File: src/rtl/core/pscu_pkg.sv
// Package for the packed single compare unit: operation and predicate codes,
// lane count and the per-lane compare result struct. No dependencies.
`timescale 1ns / 1ps
`default_nettype none
package pscu_pkg;
    localparam int LANES = 8;
    localparam int LANE_W = 32;

    typedef enum logic [1:0] {
        OP_CMP  = 2'd0,
        OP_MIN  = 2'd1,
        OP_MAX  = 2'd2,
        OP_SCMP = 2'd3
    } t_op;

    localparam logic [3:0] P_EQ_OQ = 4'd0,  P_LT_OS = 4'd1,  P_LE_OS = 4'd2,
                           P_UNORD = 4'd3,  P_NEQ_UQ = 4'd4, P_NLT = 4'd5,
                           P_NLE = 4'd6,    P_ORD = 4'd7,    P_EQ_UQ = 4'd8,
                           P_NGE = 4'd9,    P_NGT = 4'd10,   P_FALSE = 4'd11,
                           P_NEQ_OQ = 4'd12, P_GE = 4'd13,   P_GT = 4'd14,
                           P_TRUE = 4'd15;

    // compare relation of one lane pair
    typedef struct packed {
        logic nan;
        logic eq;
        logic lt;
        logic gt;
    } t_rel;

    localparam logic [2:0] FLAGS_UNORD = 3'b111;
    localparam logic [2:0] FLAGS_GT    = 3'b000;
    localparam logic [2:0] FLAGS_LT    = 3'b001;
    localparam logic [2:0] FLAGS_EQ    = 3'b100;
endpackage
`default_nettype wire

File: src/rtl/core/pscu_lane.sv
// One compare lane: relation of two singles and the lane result for compare,
// min and max. Uses pscu_pkg.
`timescale 1ns / 1ps
`default_nettype none
module pscu_lane import pscu_pkg::*; (
    input  wire logic [1:0]        i_op,
    input  wire logic [3:0]        i_pred,
    input  wire logic [LANE_W-1:0] i_a,
    input  wire logic [LANE_W-1:0] i_b,
    output logic [LANE_W-1:0]      o_res,
    output t_rel                   o_rel
);
    logic        a_nan, b_nan, nan, eq, lt, gt, hit, take_b;
    logic [31:0] ka, kb, za, zb;

    always_comb begin
        a_nan = (i_a[30:23] == 8'hff) && (i_a[22:0] != 23'd0);
        b_nan = (i_b[30:23] == 8'hff) && (i_b[22:0] != 23'd0);
        nan = a_nan | b_nan;
        za = (i_a[30:0] == 31'd0) ? 32'd0 : i_a;
        zb = (i_b[30:0] == 31'd0) ? 32'd0 : i_b;
        // sign-magnitude to monotone unsigned key
        ka = za[31] ? ~za : (za | 32'h8000_0000);
        kb = zb[31] ? ~zb : (zb | 32'h8000_0000);
        eq = !nan && (ka == kb);
        lt = !nan && (ka < kb);
        gt = !nan && !eq && !lt;
        case (i_pred)
            P_EQ_OQ:  hit = eq;
            P_LT_OS:  hit = lt;
            P_LE_OS:  hit = lt | eq;
            P_UNORD:  hit = nan;
            P_NEQ_UQ: hit = !eq;
            P_NLT:    hit = nan | gt | eq;
            P_NLE:    hit = nan | gt;
            P_ORD:    hit = !nan;
            P_EQ_UQ:  hit = eq | nan;
            P_NGE:    hit = lt | nan;
            P_NGT:    hit = lt | eq | nan;
            P_FALSE:  hit = 1'b0;
            P_NEQ_OQ: hit = !nan && !eq;
            P_GE:     hit = gt | eq;
            P_GT:     hit = gt;
            default:  hit = 1'b1;
        endcase
        take_b = (i_op == OP_MIN) ? (nan || kb <= ka) : (nan || kb >= ka);
        if (i_op == OP_CMP) begin
            o_res = hit ? 32'hffff_ffff : 32'd0;
        end else begin
            o_res = take_b ? i_b : i_a;
        end
        o_rel = '{nan: nan, eq: eq, lt: lt, gt: gt};
    end
endmodule
`default_nettype wire

File: src/rtl/core/pscu_merge.sv
// Merge stage: gathers lane results, applies 128-bit zeroing and scalar
// flags, registers the word with a skid-free output register. Uses pscu_pkg.
`timescale 1ns / 1ps
`default_nettype none
module pscu_merge import pscu_pkg::*; (
    input  wire logic                    i_clk,
    input  wire logic                    i_rst_n,
    input  wire logic                    i_load,
    input  wire logic                    i_unload,
    input  wire logic [1:0]              i_op,
    input  wire logic                    i_wide,
    input  wire logic [LANES*LANE_W-1:0] i_res,
    input  wire t_rel                    i_rel0,
    output logic                         o_valid,
    output logic [LANES*LANE_W-1:0]      o_res,
    output logic [2:0]                   o_flags
);
    logic [LANES*LANE_W-1:0] n_res;
    logic [2:0]              n_flags;
    logic                    r_valid;
    logic [LANES*LANE_W-1:0] r_res;
    logic [2:0]              r_flags;

    always_comb begin
        n_res = i_res;
        n_flags = 3'd0;
        if (i_op == OP_SCMP) begin
            n_res = '0;
            if (i_rel0.nan)     n_flags = FLAGS_UNORD;
            else if (i_rel0.gt) n_flags = FLAGS_GT;
            else if (i_rel0.lt) n_flags = FLAGS_LT;
            else                n_flags = FLAGS_EQ;
        end else if (!i_wide) begin
            n_res[LANES*LANE_W-1:LANES*LANE_W/2] = '0;
        end
    end

    always_ff @(posedge i_clk) begin
        if (!i_rst_n) begin
            r_valid <= 1'b0;
        end else if (i_load) begin
            r_valid <= 1'b1;
        end else if (i_unload) begin
            r_valid <= 1'b0;
        end
        if (i_load) begin
            r_res <= n_res;
            r_flags <= n_flags;
        end
    end

    assign o_valid = r_valid;
    assign o_res = r_res;
    assign o_flags = r_flags;
endmodule
`default_nettype wire

File: src/rtl/core/packed_single_compare_unit.sv
// Packed single compare unit: result word in the cycle after acceptance, one
// word per cycle unless the output stalls; eight parallel lanes feed one merge
// register. A new word is taken whenever the output register is empty or
// being drained the same cycle. Synchronous active-low reset empties the
// output register. Uses pscu_pkg, pscu_lane, pscu_merge.
`timescale 1ns / 1ps
`default_nettype none
module packed_single_compare_unit import pscu_pkg::*; (
    input  wire logic         i_clk,
    input  wire logic         i_rst_n,
    input  wire logic         s_axis_tvalid,
    output logic              s_axis_tready,
    // [1:0] operation, [5:2] predicate, [6] wide, [70:7] first_lanes_0_1,
    // [134:71] first_lanes_2_3, [198:135] first_lanes_4_5,
    // [262:199] first_lanes_6_7, [326:263] second_lanes_0_1,
    // [390:327] second_lanes_2_3, [454:391] second_lanes_4_5,
    // [518:455] second_lanes_6_7, [527:519] zero
    input  wire logic [527:0] s_axis_tdata,
    output logic              m_axis_tvalid,
    input  wire logic         m_axis_tready,
    // [63:0] result_lanes_0_1, [127:64] result_lanes_2_3,
    // [191:128] result_lanes_4_5, [255:192] result_lanes_6_7,
    // [258:256] compare_flags, [263:259] zero
    output logic [263:0]      m_axis_tdata
);
    logic [1:0]              op;
    logic [3:0]              pred;
    logic [LANES*LANE_W-1:0] src_a, src_b, lane_res;
    t_rel                    rel [LANES];
    logic [2:0]              flags;
    logic [LANES*LANE_W-1:0] res;
    logic                    load, unload;

    assign op = s_axis_tdata[1:0];
    assign pred = s_axis_tdata[5:2];
    assign src_a = s_axis_tdata[262:7];
    assign src_b = s_axis_tdata[518:263];
    assign unload = m_axis_tvalid & m_axis_tready;
    assign s_axis_tready = !m_axis_tvalid | m_axis_tready;
    assign load = s_axis_tvalid & s_axis_tready;

    for (genvar g = 0; g < LANES; g++) begin : g_lane
        pscu_lane u_lane (
            .i_op  (op),
            .i_pred(pred),
            .i_a   (src_a[g*LANE_W +: LANE_W]),
            .i_b   (src_b[g*LANE_W +: LANE_W]),
            .o_res (lane_res[g*LANE_W +: LANE_W]),
            .o_rel (rel[g])
        );
    end

    pscu_merge u_merge (
        .i_clk   (i_clk),
        .i_rst_n (i_rst_n),
        .i_load  (load),
        .i_unload(unload),
        .i_op    (op),
        .i_wide  (s_axis_tdata[6]),
        .i_res   (lane_res),
        .i_rel0  (rel[0]),
        .o_valid (m_axis_tvalid),
        .o_res   (res),
        .o_flags (flags)
    );

    assign m_axis_tdata = {5'd0, flags, res};
endmodule
`default_nettype wire

File: config.mk
export PLATFORM = sky130hd
export DESIGN_NAME = packed_single_compare_unit
export DESIGN_NICKNAME = d
export VERILOG_FILES = /design/src/rtl/core/pscu_pkg.sv /design/src/rtl/core/pscu_lane.sv /design/src/rtl/core/pscu_merge.sv /design/src/rtl/core/packed_single_compare_unit.sv
export SDC_FILE = /design/constraint.sdc
export NUM_CORES = 1
export LEC_CHECK = 0
export BUFFER_PORTS_ARGS = -buffer_cell sky130_fd_sc_hd__buf_4
export CORE_AREA = 2 2 312 314
export CTS_CLUSTER_SIZE = 20
export DETAILED_ROUTE_END_ITERATION = 16
export DIE_AREA = 0 0 314 316
export GPL_ROUTABILITY_DRIVEN = 0
export PLACE_DENSITY = 0.56
export SYNTH_ARGS = -nofsm -noshare
export SYNTH_HDL_FRONTEND = slang
export SYNTH_SLANG_ARGS = --single-unit
export TNS_END_PERCENT = 30
File: constraint.sdc
create_clock -name i_clk -period 7.27 [get_ports i_clk]
set_input_delay 1.0905 -clock i_clk [delete_from_list [all_inputs] [get_ports i_clk]]
set_output_delay 1.0905 -clock i_clk [all_outputs]
set_load 0.02 [all_outputs]
==> results.sh <==
export IMPL_gr_total_overflow=0
export IMPL_synth_seq_area_share=0.284
export IMPL_first_global_vias=26300
export IMPL_regArea_um2=7800
export IMPL_utilization=0.373
export IMPL_irDropWorstVdd_v=0.000162
export IMPL_cp_arrival_ns=5.89
export IMPL_final_fill_count=9918
export IMPL_timing_rr_end="u_merge.o_res[208]"
export IMPL_tns_ns=0
export IMPL_yosysMostFrequentCell="nand2_1"
export IMPL_grt_setup_unrepaired="no"
export IMPL_run_status="complete, no violations"
export IMPL_yosys_warnings=0
export IMPL_grt_pass1_wl_um=165000
export IMPL_worst_slew_pin_slew_ns=1.12
export IMPL_ff2ff_path_depth=3
export IMPL_track_usage=0.215
export IMPL_crit_type="primary input to flip-flop"
export IMPL_die_w_um=314
export IMPL_rrSetupSlack_ns=5.18
export IMPL_cts_tree="done"
export IMPL_grt_antenna_before_repair=23
export IMPL_synth_simple_area_share=0.182
export IMPL_power_density_nw_per_um2=184
export IMPL_synth_area_mux_share=0.0855
export IMPL_clk_pin_slew_ns=0.06
export IMPL_clock_latency_ns=0.58
export IMPL_worst_ep_required_time_ns=7.54
export IMPL_multiInputGateArea_um2=18700
export IMPL_synth_xor_area_frac=0.163
export IMPL_hold_viol=0
export IMPL_vias_per_cell=5.16
export IMPL_initial_core_util=0.286
export IMPL_port_buffers=783
export IMPL_drt_initial_drc_count=1662
export IMPL_synth_top_area_frac=0.284
export IMPL_cts_resized_gates=0
export IMPL_syn_cell_area_um2=27400
export IMPL_cts_num_sinks=260
export IMPL_yosysTopAreaCell="edfxtp_1"
export IMPL_dieHeight_um=316
export IMPL_ys_types=78
export IMPL_rows=114
export IMPL_htreeDepth=2
export IMPL_synth_adder_area_share=0.117
export IMPL_post_dp_hpwl_um=87100
export IMPL_drt_pass1_iterations=7
export IMPL_total_power_w=0.00659
export IMPL_grt_max_degree=129
export IMPL_synth_top_family_by_area="simple AND/OR/NAND/NOR gates"
export IMPL_drt_wl_total_um=111000
export IMPL_synth_commonest_cells="nand2_1, nor2_1, edfxtp_1"
export IMPL_startpoint_type="primary input"
export IMPL_min_path_type="flip-flop to flip-flop"
export IMPL_fmax_ghz=0.178
export IMPL_cp_max_fo=19
export IMPL_reg2reg_from="u_merge.o_valid"
export IMPL_finClkSkew_ns=0.0228
export IMPL_relSlewSlack=0.253
export IMPL_root_buffer="clkbuf_16"
export IMPL_syn_inst=3132
export IMPL_cts_buffer_depth=3
export IMPL_holdPathEnd="u_merge.o_valid"
export IMPL_min_period_over_period=0.773
export IMPL_drc=0
export IMPL_setup_violations_final=0
export IMPL_final_net_count=4576
export IMPL_area_growth_pct=30.5
export IMPL_drt_wirelength_per_cell_um=21.7
export IMPL_crit_path_end_kind="flip-flop"
export IMPL_hold_path_startpoint="u_merge.o_valid"
export IMPL_synth_area_top_cells="edfxtp_1, ha_1, mux2i_1, xnor2_1, xor2_1"
export IMPL_die_area_um2=99200
export IMPL_syn_avg_cell_area_um2=8.76
export IMPL_leakagePower_nw=15.9
export IMPL_dpl_cell_count=5026
export IMPL_ios=798
export IMPL_slew_viol_final=0
export IMPL_layout_drive_gt1_share=0.247
export IMPL_fin_crit_ns=5.62
export IMPL_cts_buffers=37
export IMPL_core_um2=96000
export IMPL_synth_main_ff_cell="edfxtp_1"
export IMPL_post_cts_buffers=0
export IMPL_via_count=26300
export IMPL_synth_edf_count=259
export IMPL_synth_compound_area_frac=0.131
export IMPL_fin_cells=5109
export IMPL_hold_buffers=0
export IMPL_ant_nets=0
export IMPL_async_reset_ff_frac=0
export IMPL_ys_ff_latch=260
export IMPL_worstHoldPathCells=2
export IMPL_cap_violations=0
## final cells by class
| class | instances | area share |
|---|---|---|
| timing repair buffer | 833 | 0.177 |
| inverter | 11 | 0.00119 |
| clock inverter | 21 | 0.00811 |
| clock buffer | 45 | 0.0279 |
| multi-input combinational | 2646 | 0.522 |
| tap | 1276 | 0.0446 |
| antenna | 17 | 0.00119 |
| sequential | 260 | 0.218 |
## flip-flops by register name, summed over array words and instances, names as in the netlist
register / flops
u_merge.o_flags: 3
u_merge.o_valid: 1
u_merge.o_res: 256
## metrics by stage
step	hold WS (ns)	setup slack [ns]	area, um^2
final	0.611	1.65	35800
after global routing	0.632	1.22	35800
after CTS	0.610	1.59	35800
after detailed placement	0.596	0.958	34500
after global placement	0.595	0.974	34500
after floorplan	0.749	2.26	27400
## layout by cell type (no fill, tap or decap), types with 7 or more instances in the layout
cell type	synthesis	final
xnor2_1	257	256
buf_4	18	825
o21ai_2	6	8
clkbuf_16	0	39
and3_1	10	10
nor3_1	37	37
a21o_1	64	64
edfxtp_1	259	259
nand2_1	365	363
nor4_1	119	119
nor2b_1	21	21
o211ai_1	12	12
nand4_1	107	107
ha_1	255	255
diode_2	0	17
a211oi_1	41	41
xor2_1	253	253
nand2b_1	25	25
a21oi_1	98	98
or3_1	7	7
o21ai_1	51	50
bufinv_16	0	7
o21ai_0	176	175
nor2_1	309	308
nand3_1	26	26
or2_2	11	10
mux2i_1	232	232
buf_12	0	8
a31oi_1	49	49
o21a_1	17	17
inv_1	10	10
## critical path, cell delays in order
cell and delay, ns:
buf_4 0.13, nor4_1 0.36, nand4_1 0.13, nor2_1 0.32
and3_1 0.54, buf_4 0.32, nor2_1 0.08, ha_1 0.31
nand4_1 0.12, nor3_1 0.42, o21ai_0 0.17, a41oi_1 0.48
nor2_1 0.20, xnor2_1 0.19, nor2_4 0.40, buf_12 0.24
mux2i_1 0.22, o21ai_0 0.13
## routing by layer
metal / global-route usage / wire (um)
met3: 0.0544 / 8670
met1: 0.268 / 45900
met2: 0.363 / 52900
met4: 0.0716 / 3360
met5: 0 / 107
## logic make-up after synthesis
group	after synthesis
flip-flops	260
multiplexers	234
XOR/XNOR	510
AND/OR/NAND/NOR	1068
other	1
AO/OA/AOI/OAI	573
adder cells (fa/ha/maj)	256
buffers and inverters	230
## where the power goes
| group | leakage [nW] | internal (W) | switching [W] |
|---|---|---|---|
| Combinational | 12.7 | 0.00116 | 0.00151 |
| Clock | 0.622 | 0.00123 | 0.000783 |
| Sequential | 2.59 | 0.00186 | 0.0000459 |
| Total | 15.9 | 0.00425 | 0.00234 |
## worst max-delay path by stage
| stage | startpoint | endpoint | slack [ns] | cells past startpoint |
|---|---|---|---|---|
| 4_1_cts | s_axis_tdata[72] | u_merge.o_res[87] | 1.59 | 19 |
| 3_3_place_gp | s_axis_tdata[72] | u_merge.o_res[79] | 0.97 | 19 |
| 6_report | s_axis_tdata[136] | u_merge.o_res[135] | 1.65 | 18 |
| 5_1_grt | s_axis_tdata[72] | u_merge.o_res[79] | 1.22 | 19 |
| 3_5_place_dp | s_axis_tdata[72] | u_merge.o_res[93] | 0.96 | 19 |
| 2_1_floorplan | m_axis_tready | u_merge.o_flags[0] | 2.26 | 2 |
No activity file was read; power rests on OpenSTA's default activity.
